$ cat src/hw/rtl/fmr_pkg.sv
// Package for the fraction multiply/reduce block: shared constants and the
// sequencer state type. No dependencies.
package fmr_pkg;

  localparam int OPERAND_WIDTH_DEF = 16;
  localparam int RESULT_WIDTH      = 32;

  typedef enum logic [2:0] {
    ST_IDLE,
    ST_MUL_N,
    ST_MUL_D,
    ST_GCD_CHK,
    ST_GCD_DIV,
    ST_DIV_N,
    ST_DIV_D,
    ST_DONE
  } fmr_state_t;

endpackage

$ cat src/hw/rtl/fmr_in_if.sv
// Operand channel of the fraction multiply/reduce block: valid/ready plus the
// two fractions. Depends on nothing.
interface fmr_in_if #(parameter int OPERAND_WIDTH = 16);
  logic                            valid;
  logic                            ready;
  logic signed [OPERAND_WIDTH-1:0] num_a;
  logic signed [OPERAND_WIDTH-1:0] den_a;
  logic signed [OPERAND_WIDTH-1:0] num_b;
  logic signed [OPERAND_WIDTH-1:0] den_b;

  modport source (output valid, num_a, den_a, num_b, den_b, input ready);
  modport sink   (input valid, num_a, den_a, num_b, den_b, output ready);
endinterface

$ cat src/hw/rtl/fmr_out_if.sv
// Result channel of the fraction multiply/reduce block: valid/ready plus the
// reduced fraction and the error flag. Uses fmr_pkg for the result width.
interface fmr_out_if;
  logic                                    valid;
  logic                                    ready;
  logic signed [fmr_pkg::RESULT_WIDTH-1:0] prod_num;
  logic signed [fmr_pkg::RESULT_WIDTH-1:0] prod_den;
  logic                                    zero_den_error;

  modport source (output valid, prod_num, prod_den, zero_den_error, input ready);
  modport sink   (input valid, prod_num, prod_den, zero_den_error, output ready);
endinterface

$ cat src/hw/rtl/fraction_multiply_reduce_top.sv
// Sequence: multiply the numerators, then the denominators; then one or more Euclid
// remainder steps, each a check and a division; a final check; the two quotient
// divisions (numerator, then denominator); and the load of the result register.
// A zero denominator skips straight to the load. One word in flight; the next word
// is taken the cycle after the result is registered, even while that result waits.
// The one bit-per-cycle divider is shared. Reset (synchronous, rst high) idles and empties the result register.
module fraction_multiply_reduce_top #(
  parameter int OPERAND_WIDTH = fmr_pkg::OPERAND_WIDTH_DEF
) (
  input logic    clk,
  input logic    rst,
  fmr_in_if.sink operands,
  fmr_out_if.source result
);
  import fmr_pkg::*;

  localparam int PW = 2 * OPERAND_WIDTH;              // full product width
  localparam int CW = $clog2(PW);                     // divider step counter width
  localparam int XW = (PW > RESULT_WIDTH) ? PW : RESULT_WIDTH;

  typedef struct packed {
    logic in_ready;
    logic out_load;
    logic div_step;
    logic div_last;
  } fmr_ctrl_t;

  fmr_state_t state, state_next;
  fmr_ctrl_t  ctrl;

  // latched operands
  logic signed [OPERAND_WIDTH-1:0] num_a, den_a, num_b, den_b;
  logic                            zero_den;

  // product magnitudes and signs
  logic [PW-1:0] pn_mag, pd_mag;
  logic          pn_neg, pd_neg;

  // Euclid pair; a ends up as the gcd
  logic [PW-1:0] a, b;

  // shared restoring divider
  logic [PW-1:0] rem, quo;
  logic [CW-1:0] cnt;
  logic [PW-1:0] divisor;
  logic [PW:0]   rem_sh;
  logic          rem_ge;
  logic [PW-1:0] rem_new, quo_new;

  // reduced magnitudes
  logic [PW-1:0] qn;

  // shared multiplier
  logic signed [OPERAND_WIDTH-1:0] mul_x, mul_y;
  logic signed [PW-1:0]            mul_p;
  logic [PW-1:0]                   mul_mag;

  // output formatting
  logic signed [PW-1:0] sn, sd;
  logic signed [XW-1:0] xn, xd;

  logic in_fire;
  logic den_is_zero;

  assign in_fire     = operands.valid && ctrl.in_ready;
  assign den_is_zero = (operands.den_a == '0) || (operands.den_b == '0);

  // numerator product first, then denominator product
  assign mul_x   = (state == ST_MUL_N) ? num_a : den_a;
  assign mul_y   = (state == ST_MUL_N) ? num_b : den_b;
  assign mul_p   = mul_x * mul_y;
  assign mul_mag = mul_p[PW-1] ? PW'(-mul_p) : PW'(mul_p);

  // one quotient bit per cycle
  assign divisor = (state == ST_GCD_DIV) ? b : a;
  assign rem_sh  = {rem, quo[PW-1]};
  assign rem_ge  = rem_sh >= {1'b0, divisor};
  assign rem_new = rem_ge ? PW'(rem_sh - {1'b0, divisor}) : rem_sh[PW-1:0];
  assign quo_new = {quo[PW-2:0], rem_ge};

  always_comb begin
    state_next = state;
    case (state)
      ST_IDLE: begin
        if (in_fire) state_next = den_is_zero ? ST_DONE : ST_MUL_N;
      end
      ST_MUL_N:   state_next = ST_MUL_D;
      ST_MUL_D:   state_next = ST_GCD_CHK;
      ST_GCD_CHK: state_next = (b == '0) ? ST_DIV_N : ST_GCD_DIV;
      ST_GCD_DIV: begin
        if (ctrl.div_last) state_next = ST_GCD_CHK;
      end
      ST_DIV_N: begin
        if (ctrl.div_last) state_next = ST_DIV_D;
      end
      ST_DIV_D: begin
        if (ctrl.div_last) state_next = ST_DONE;
      end
      ST_DONE: begin
        if (ctrl.out_load) state_next = ST_IDLE;
      end
      default: state_next = ST_IDLE;
    endcase
  end

  always_comb begin
    ctrl          = '0;
    ctrl.in_ready = (state == ST_IDLE);
    ctrl.out_load = (state == ST_DONE) && (!result.valid || result.ready);
    case (state)
      ST_GCD_DIV, ST_DIV_N, ST_DIV_D: ctrl.div_step = 1'b1;
      default:                        ctrl.div_step = 1'b0;
    endcase
    ctrl.div_last = ctrl.div_step && (cnt == CW'(PW - 1));
  end

  assign operands.ready = ctrl.in_ready;

  always_ff @(posedge clk) begin
    if (rst) begin
      state <= ST_IDLE;
    end else begin
      state <= state_next;
    end
  end

  always_ff @(posedge clk) begin
    if (in_fire) begin
      num_a    <= operands.num_a;
      den_a    <= operands.den_a;
      num_b    <= operands.num_b;
      den_b    <= operands.den_b;
      zero_den <= den_is_zero;
    end
    if (state == ST_MUL_N) begin
      pn_mag <= mul_mag;
      pn_neg <= mul_p[PW-1];
      a      <= mul_mag;
    end
    if (state == ST_MUL_D) begin
      pd_mag <= mul_mag;
      pd_neg <= mul_p[PW-1];
      b      <= mul_mag;
    end
    if (state == ST_GCD_CHK) begin
      // load a dividend: a % b while b is nonzero, else the numerator quotient
      rem <= '0;
      cnt <= '0;
      quo <= (b == '0) ? pn_mag : a;
    end else if (ctrl.div_step) begin
      if (ctrl.div_last && (state == ST_DIV_N)) begin
        // numerator quotient done; start on the denominator
        qn  <= quo_new;
        rem <= '0;
        cnt <= '0;
        quo <= pd_mag;
      end else begin
        rem <= rem_new;
        quo <= quo_new;
        cnt <= cnt + CW'(1);
      end
      if (ctrl.div_last && (state == ST_GCD_DIV)) begin
        a <= b;
        b <= rem_new;
      end
    end
  end

  // reapply signs; quo holds the denominator quotient in ST_DONE
  assign sn = pn_neg ? -$signed(qn) : $signed(qn);
  assign sd = pd_neg ? -$signed(quo) : $signed(quo);
  assign xn = XW'(sn);
  assign xd = XW'(sd);

  always_ff @(posedge clk) begin
    if (rst) begin
      result.valid <= 1'b0;
    end else if (ctrl.out_load) begin
      result.valid <= 1'b1;
    end else if (result.ready) begin
      result.valid <= 1'b0;
    end
  end

  always_ff @(posedge clk) begin
    if (ctrl.out_load) begin
      result.zero_den_error <= zero_den;
      result.prod_num       <= zero_den ? '0 : xn[RESULT_WIDTH-1:0];
      result.prod_den       <= zero_den ? '0 : xd[RESULT_WIDTH-1:0];
    end
  end

endmodule

$ cat src/flat_wrapper.sv
// flat-port wrapper written by rule: the top's interface ports become plain ports
module fraction_multiply_reduce_top_flat import fmr_pkg::*;
#(
  parameter int OPERAND_WIDTH = fmr_pkg::OPERAND_WIDTH_DEF
)
  (clk, rst, operands_valid, operands_num_a, operands_den_a, operands_num_b, operands_den_b, operands_ready, result_valid, result_prod_num, result_prod_den, result_zero_den_error, result_ready);
  fmr_in_if #(.OPERAND_WIDTH(OPERAND_WIDTH)) operands_i ();
  fmr_out_if result_i ();
  input logic clk;
  input logic rst;
  input wire logic [$bits(operands_i.valid)-1:0] operands_valid;
  input wire logic [$bits(operands_i.num_a)-1:0] operands_num_a;
  input wire logic [$bits(operands_i.den_a)-1:0] operands_den_a;
  input wire logic [$bits(operands_i.num_b)-1:0] operands_num_b;
  input wire logic [$bits(operands_i.den_b)-1:0] operands_den_b;
  output wire logic [$bits(operands_i.ready)-1:0] operands_ready;
  output wire logic [$bits(result_i.valid)-1:0] result_valid;
  output wire logic [$bits(result_i.prod_num)-1:0] result_prod_num;
  output wire logic [$bits(result_i.prod_den)-1:0] result_prod_den;
  output wire logic [$bits(result_i.zero_den_error)-1:0] result_zero_den_error;
  input wire logic [$bits(result_i.ready)-1:0] result_ready;
  assign operands_i.valid = operands_valid;
  assign operands_i.num_a = operands_num_a;
  assign operands_i.den_a = operands_den_a;
  assign operands_i.num_b = operands_num_b;
  assign operands_i.den_b = operands_den_b;
  assign operands_ready = operands_i.ready;
  assign result_valid = result_i.valid;
  assign result_prod_num = result_i.prod_num;
  assign result_prod_den = result_i.prod_den;
  assign result_zero_den_error = result_i.zero_den_error;
  assign result_i.ready = result_ready;
  fraction_multiply_reduce_top #(.OPERAND_WIDTH(OPERAND_WIDTH)) u_core (.clk(clk), .rst(rst), .operands(operands_i), .result(result_i));
endmodule
$ cat config.mk
export PLATFORM = sky130hd
export DESIGN_NAME = fraction_multiply_reduce_top_flat
export DESIGN_NICKNAME = d
export VERILOG_FILES = /design/src/hw/rtl/fmr_pkg.sv /design/src/hw/rtl/fmr_in_if.sv /design/src/hw/rtl/fmr_out_if.sv /design/src/hw/rtl/fraction_multiply_reduce_top.sv /design/src/flat_wrapper.sv
export SDC_FILE = /design/constraint.sdc
export NUM_CORES = 1
export LEC_CHECK = 0
export BUFFER_PORTS_ARGS = -buffer_cell sky130_fd_sc_hd__clkbuf_2
export CAP_MARGIN = 20
export CORE_UTILIZATION = 53
export DETAILED_ROUTE_END_ITERATION = 8
export PLACE_DENSITY_LB_ADDON = 0.1
export SETUP_SLACK_MARGIN = 0.02
export SYNTH_ARGS = -nofsm -noshare
export SYNTH_HDL_FRONTEND = slang
export SYNTH_SLANG_ARGS = --single-unit
$ cat constraint.sdc
create_clock -name clk -period 10.8 [get_ports clk]
set_input_delay 0.54 -clock clk [delete_from_list [all_inputs] [get_ports clk]]
set_output_delay 0.54 -clock clk [all_outputs]
set_load 0.01 [all_outputs]
Yosys cells after proc, flatten, opt, wreduce, memory -nomap -nowiden
Cells that the tools add are included.
{"block": "word_totals", "reg_bits": 365, "out_inout_bits": 67, "wordCells": 90}
{"block": "op_classes", "reduce_logical": 17, "eq_ne": 13, "addsub": 5, "mux": 32, "n_lt_le_gt_ge": 1, "bitwise": 1, "multipliers": 1}
{"op": "32-bit 2-to-1 mux", "n": 18}
{"op": "32-bit negator", "n": 3}
{"op": "33-bit by 32-bit greater-or-equal comparator with 1-bit output", "n": 1}
{"op": "16-bit zero test", "n": 2}
{"op": "32-bit zero test", "n": 1}
{"op": "16-bit by 16-bit multiplier with 32-bit output", "n": 1}
{"op": "16-bit 2-to-1 mux", "n": 2}
{"op": "32-bit subtractor", "n": 1}
{"op": "3-bit case mux with 8 select lines", "n": 1}
{"op": "3-bit 2-to-1 mux", "n": 6}
{"op": "3-bit == test, second input constant", "n": 4}
{"op": "2-bit by 1-bit != test with 1-bit output, second input constant", "n": 5}
{"op": "3-bit by 2-bit == test with 1-bit output, second input constant", "n": 2}
{"op": "5-bit by 1-bit adder with 5-bit output, second input constant", "n": 1}
{"op": "5-bit == test, second input constant", "n": 1}
{"op": "1-bit logical AND", "n": 5}
{"op": "5-bit 2-to-1 mux", "n": 1}
{"op": "5-bit AND reduction", "n": 1}
{"op": "1-bit 2-to-1 mux", "n": 4}
{"op": "2-bit nonzero test", "n": 2}
{"op": "3-bit by 1-bit == test with 1-bit output, second input constant", "n": 1}
{"op": "3-bit zero test", "n": 1}
{"op": "3-bit AND reduction", "n": 1}
{"op": "3-bit OR reduction", "n": 1}
{"op": "3 further kinds", "n": 4}

Logic depth before layout (Yosys ltp)
{"block": "logic_depth", "depth_word": 9, "mapped_depth": 35, "mapped_depth_nobuf": 30}

Least setup slack after synthesis
OpenSTA, ideal clock, no wires.
{"block": "synth_path", "kind": "reg-to-reg", "startpoint": "register u_core.state[0]", "endpoint": "register u_core.b[9]", "arrival_ps": 8420, "setup_slack_ps": 2258, "setup_ps": 122, "stages_incl_launch_ff": 30, "required_time_ps": 10678, "cell_sequence": "dfxtp_1 -> or3b_1 -> buf_2 -> inv_2 -> buf_1 -> buf_1 -> nand2_1 -> nand2_1 -> nand2_1 -> inv_1 -> fa_1 -> inv_1 -> fa_1 -> inv_1 -> fa_1 -> fa_1 -> fa_1 -> fa_1 -> ha_1 -> clkbuf_1 -> and2_1 -> a21o_1 -> a221o_1 -> or3_1 -> o21a_1 -> o211ai_1 -> clkinv_1 -> and2_1 -> xnor2_1 -> a221o_1"}
{"block": "synth_via", "word_cells_on_any_way": 23, "cone_classes": "2 x add/sub; 1 x mul; 1 x order compare; 6 x eq/ne; 10 x mux; 3 x reduce/logical"}
{"item": "from (decl)", "line_no": "fraction_multiply_reduce_top.sv:28", "source": "fmr_state_t state, state_next;"}
{"item": "from (signal assigned)", "line_no": "fraction_multiply_reduce_top.sv:123", "source": "state <= state_next;"}
{"item": "3-bit by 1-bit == test with 1-bit output (*)", "line_no": "fraction_multiply_reduce_top.sv:69, fraction_multiply_reduce_top.sv:70"}
{"item": "16-bit 2-to-1 mux, on equally long branches", "line_no": "fraction_multiply_reduce_top.sv:69, fraction_multiply_reduce_top.sv:70"}
{"item": "16-bit by 16-bit multiplier with 32-bit output (*)", "line_no": "fraction_multiply_reduce_top.sv:71", "source": "assign mul_p = mul_x * mul_y;"}
{"item": "named net u_core.mul_p[31]", "line_no": "fraction_multiply_reduce_top.sv:55", "source": "logic signed [PW-1:0] mul_p;"}
{"item": "32-bit 2-to-1 mux (*)", "line_no": "fraction_multiply_reduce_top.sv:72", "source": "assign mul_mag = mul_p[PW-1] ? PW'(-mul_p) : PW'(mul_p);"}
{"item": "named net u_core.mul_mag[9]", "line_no": "fraction_multiply_reduce_top.sv:56", "source": "logic [PW-1:0] mul_mag;"}
{"item": "32-bit 2-to-1 mux (*)", "line_no": "fraction_multiply_reduce_top.sv:140", "source": "if (state == ST_MUL_D) begin"}
{"item": "32-bit 2-to-1 mux", "line_no": "fraction_multiply_reduce_top.sv:162", "source": "if (ctrl.div_last && (state == ST_GCD_DIV)) begin"}
{"item": "32-bit 2-to-1 mux", "line_no": "fraction_multiply_reduce_top.sv:150", "source": "end else if (ctrl.div_step) begin"}
{"item": "32-bit 2-to-1 mux (*)", "line_no": "fraction_multiply_reduce_top.sv:145", "source": "if (state == ST_GCD_CHK) begin"}
{"item": "to (signal assigned)", "line_no": "fraction_multiply_reduce_top.sv:143", "source": "b <= mul_mag;"}
{"item": "to (signal assigned)", "line_no": "fraction_multiply_reduce_top.sv:164", "source": "b <= rem_new;"}
{"item": "to (decl)", "line_no": "fraction_multiply_reduce_top.sv:40", "source": "logic [PW-1:0] a, b;"}
Mark *: on every way through the listed nets, which the timed path passes. The rest lies on a longest branch.
A chain may end at the register's enable or synchronous reset.

Worst setup path in the final report
{"block": "layout_path", "startpoint": "register u_core.state[0]", "endpoint": "register u_core.pd_mag[30], data pin"}
{"block": "layout_via", "elab_chain_cells": 5, "word_cells_on_any_way": 6, "cone_classes": "1 x add/sub; 1 x mul; 1 x eq/ne; 3 x mux"}
{"item": "3-bit by 1-bit == test with 1-bit output (*)", "line_no": "fraction_multiply_reduce_top.sv:69, fraction_multiply_reduce_top.sv:70"}
{"item": "16-bit 2-to-1 mux, on equally long branches", "line_no": "fraction_multiply_reduce_top.sv:69, fraction_multiply_reduce_top.sv:70"}
{"item": "16-bit by 16-bit multiplier with 32-bit output (*)", "line_no": "fraction_multiply_reduce_top.sv:71"}
{"item": "32-bit negator", "line_no": "fraction_multiply_reduce_top.sv:72"}
{"item": "32-bit 2-to-1 mux (*)", "line_no": "fraction_multiply_reduce_top.sv:72"}
{"item": "named net u_core.mul_mag[30]", "line_no": "fraction_multiply_reduce_top.sv:56"}
{"item": "to (signal assigned)", "line_no": "fraction_multiply_reduce_top.sv:141", "source": "pd_mag <= mul_mag;"}
{"item": "to (decl)", "line_no": "fraction_multiply_reduce_top.sv:36", "source": "logic [PW-1:0] pn_mag, pd_mag;"}
Marks and branches as above.

==> impl_metrics.env <==
export IMPL_status="finished, final reports clean"
export IMPL_synth_mux_area_share_pct=4.21
export IMPL_synth_seq_area_share_pct=35.7
export IMPL_antenna_left=0
export IMPL_min_path_type="input pin to flop"
export IMPL_drtPass1Iterations=5
export IMPL_grt_overflow=0
export IMPL_crit_path_frequent_cell="fa_1"
export IMPL_die_w_um=231
export IMPL_cts_hold_buf=0
export IMPL_ys_ff_latch=365
export IMPL_setup_worst_path_class="flop to flop"
export IMPL_avgViaCountPerCell=5.71
export IMPL_synth_cells=2849
export IMPL_reg2reg_depth=27
export IMPL_synthAdderAreaFrac_pct=24.3
export IMPL_track_usage_pct=29.1
export IMPL_coreArea_um2=51500
export IMPL_hold_viol=0
export IMPL_row_count=83
export IMPL_wl_per_cell_um=20.8
export IMPL_max_freq_mhz=100
export IMPL_grt_pass1_wl_um=120000
export IMPL_async_flop_share_pct=0
export IMPL_fin_crit_sh_pct=92.6
export IMPL_wl_met1_um=32000
export IMPL_area_delta_synth_final_pct=9.98
export IMPL_finalClockSkew_ns=0.0244
export IMPL_numCtsBuffers=41
export IMPL_syn_avg_cell_area_um2=9.75
export IMPL_drt_wl_total_um=76600
export IMPL_hold_depth=1
export IMPL_worst_ep_required_time_ns=11.12
export IMPL_end_kind="flop"
export IMPL_path_max_fanout=41
export IMPL_path_delay_family="adder cells"
export IMPL_critPathSlowestCell="mux2i_1"
export IMPL_startpoint_type="flop"
export IMPL_insertion_delay_ns=0.58
export IMPL_antenna_cells=0
export IMPL_slowest_delay_ns=0.92
export IMPL_fin_nets=3412
export IMPL_synth_compound_area_share_pct=10.4
export IMPL_slew_limit_headroom_pct=23.9
export IMPL_postCtsSetupBuffers=0
export IMPL_wl_met2_um=38000
export IMPL_min_to="u_core.num_a[13]$_DFFE_PP_"
export IMPL_ctsHtreeMaxLevel=2
export IMPL_post_route_min_period_ns=10.0
export IMPL_path_clk_slew_ns=0.07
export IMPL_die_area_um2=53400
export IMPL_synth_xor_area_share_pct=4.59
export IMPL_grt_pass1_vias=21200
export IMPL_port_buffers=134
export IMPL_antenna_found_initial=2
export IMPL_tritoncts="yes"
export IMPL_cts_sinks=365
export IMPL_synth_cell_types=75
export IMPL_die_y_um=231
export IMPL_drc=0
export IMPL_rsz0062_at_grt="false"
export IMPL_synth_area_leader_cell="edfxtp_1"
export IMPL_dpl_hpwl_um=57600
export IMPL_r2r_slack_ns=0.80
export IMPL_setup_tns_final_ns=0
export IMPL_yosys_warnings=0
export IMPL_synth_top_area_share_pct=28.1
export IMPL_wl_met3_um=3660
export IMPL_drv_cap=0
export IMPL_root_buffer="clkbuf_16"
export IMPL_drive_above_1_share_pct=9.32
export IMPL_grt_max_degree=68
export IMPL_clockBufferDepth=3
export IMPL_slew_viol_final=0
export IMPL_netlist_area_um2=27800
export IMPL_tightest_slew_ns=1.11
export IMPL_ys_flop_type="edfxtp_1"
export IMPL_hold_path_startpoint="operands_num_a[13]"
export IMPL_synth_top_family_by_area="adder cells"
export IMPL_n_fill_cell=4502
export IMPL_synth_area_leaders="edfxtp_1 (28%), fa_1 (19%), dfxtp_1 (7.6%)"
export IMPL_reg2reg_from="u_core.state[0]$_SDFFE_PP0P_"
export IMPL_initial_core_util_pct=54.0
export IMPL_crit_buf_inv=7
export IMPL_io_pin_count=135
export IMPL_timing_rr_end="u_core.pd_mag[30]$_DFFE_PP_"
export IMPL_finalSetupViolCount=0
export IMPL_synth_simple_area_share_pct=15.0
export IMPL_top_layer="met4"
export IMPL_crit_arrival_ns=10.32
export IMPL_synth_fp_nets=3299
export IMPL_drtIter0Drc=1335
export IMPL_gp_congestion=0.949
export IMPL_vias=21000
export IMPL_synth_edf_count=260
export IMPL_postCtsResizedCells=0
-- stage by stage --
stage	std cells	utilization, %	area, um2	setup WS [ns]	hold WS, ns
2_1_floorplan	2849	-	27800	2.26	0.424
3_3_place_gp	3590	56.7	29200	1.07	0.468
3_5_place_dp	3599	56.9	29300	0.913	0.477
4_1_cts	3674	59.3	30600	0.874	0.108
5_1_grt	3674	59.3	30600	0.270	0.115
6_report	3674	59.3	30600	0.803	0.132
-- layout by cell type, fill, tap and decap left out, types with 13 or more instances in the layout --
| cell | instances |
|---|---|
| clkinv_1 | 14 |
| nor2_1 | 313 |
| dfxtp_1 | 105 |
| nor3_1 | 23 |
| mux2i_1 | 110 |
| or2_2 | 17 |
| and2_1 | 16 |
| nand3_1 | 31 |
| xnor2_1 | 54 |
| o21ai_0 | 145 |
| a21oi_1 | 122 |
| o31ai_1 | 23 |
| inv_1 | 318 |
| a211oi_1 | 15 |
| clkbuf_16 | 41 |
| nor2b_1 | 15 |
| fa_1 | 263 |
| a21o_1 | 29 |
| nand2_1 | 389 |
| o21a_1 | 13 |
| edfxtp_1 | 260 |
| xor2_1 | 88 |
| and3_1 | 46 |
| a31oi_1 | 16 |
| or3_1 | 16 |
| ha_1 | 119 |
| clkbuf_2 | 134 |
| buf_4 | 45 |
| nor4_1 | 23 |
-- cells in the mapped netlist (all sizes together) (7+ instances only) --
library cell  count
dfxtp           105
or3              17
o22ai            12
o41ai             9
o211ai           12
nor2b            15
nor3             24
a21oi           122
o31ai            23
a221o            10
and3             46
buf              17
xor2             89
a211oi           15
nand2           390
and2             17
inv             323
o21a             13
clkbuf           93
or2              17
o21ai           148
a31oi            16
a22oi             7
nand2b            9
nor4             24
nand4            11
or4              10
nor2            316
mux2i           112
xnor2            54
fa              263
a21o             29
ha              119
nand3            31
edfxtp          260
-- area by class of cell --
class / instances / area, um2 / share of cell area [%]
Clock buffer: 47 / 1050 / 3.43
Clock inverter: 28 / 215 / 0.704
Inverter: 325 / 1220 / 4.00
Multi-Input combinational cell: 2049 / 16300 / 53.3
Sequential cell: 365 / 9910 / 32.4
Tap cell: 680 / 851 / 2.78
Timing Repair Buffer: 180 / 1020 / 3.34
-- metal layers --
layer	global-route usage, %	vias to the layer above
met5	0	-
met4	11.0	0
met3	3.33	138
met2	51.2	645
met1	36.7	10400
li1	-	9837
-- worst max-delay path by stage --
stage | slack (ns) | startpoint | end | cells past startpoint
2_1_floorplan | 2.26 | u_core.state[0]$_SDFFE_PP0P_ | u_core.b[9]$_DFF_P_ | 29
3_3_place_gp | 1.07 | u_core.state[2]$_SDFFE_PP0P_ | u_core.pd_mag[30]$_DFFE_PP_ | 27
3_5_place_dp | 0.91 | u_core.state[2]$_SDFFE_PP0P_ | u_core.pd_mag[30]$_DFFE_PP_ | 27
4_1_cts | 0.87 | u_core.state[2]$_SDFFE_PP0P_ | u_core.pd_mag[30]$_DFFE_PP_ | 27
5_1_grt | 0.27 | u_core.state[2]$_SDFFE_PP0P_ | u_core.pn_mag[30]$_DFFE_PP_ | 27
6_report | 0.80 | u_core.state[0]$_SDFFE_PP0P_ | u_core.pd_mag[30]$_DFFE_PP_ | 27
-- cells by family (layout without fill, tap and decap cells) --
group	count (synthesis)	in the layout
and+or+nand+nor	944	944
AOI/OAI and AO/OA	465	465
buffers and inverters	435	580
adders and majority gates	382	382
DFF	365	365
xor gates and xnor gates	144	144
muxes	114	114
-- state kept, by name, indices dropped and copies added (netlist names), 3 cells and up --
register	cells
u_core.rem	32
u_core.pd_mag	32
u_core.num_a	16
u_core.b	32
u_core.state	3
u_core.pn_mag	32
u_core.den_a	16
u_core.num_b	16
u_core.den_b	16
u_core.cnt	5
u_core.a	32
u_core.qn	32
u_core.quo	32
u_core.result.prod_num	32
u_core.result.prod_den	32
Power is left out: the tool's default activity adds up to more than one toggle a clock period on the data nets, which glitch-free logic cannot reach.
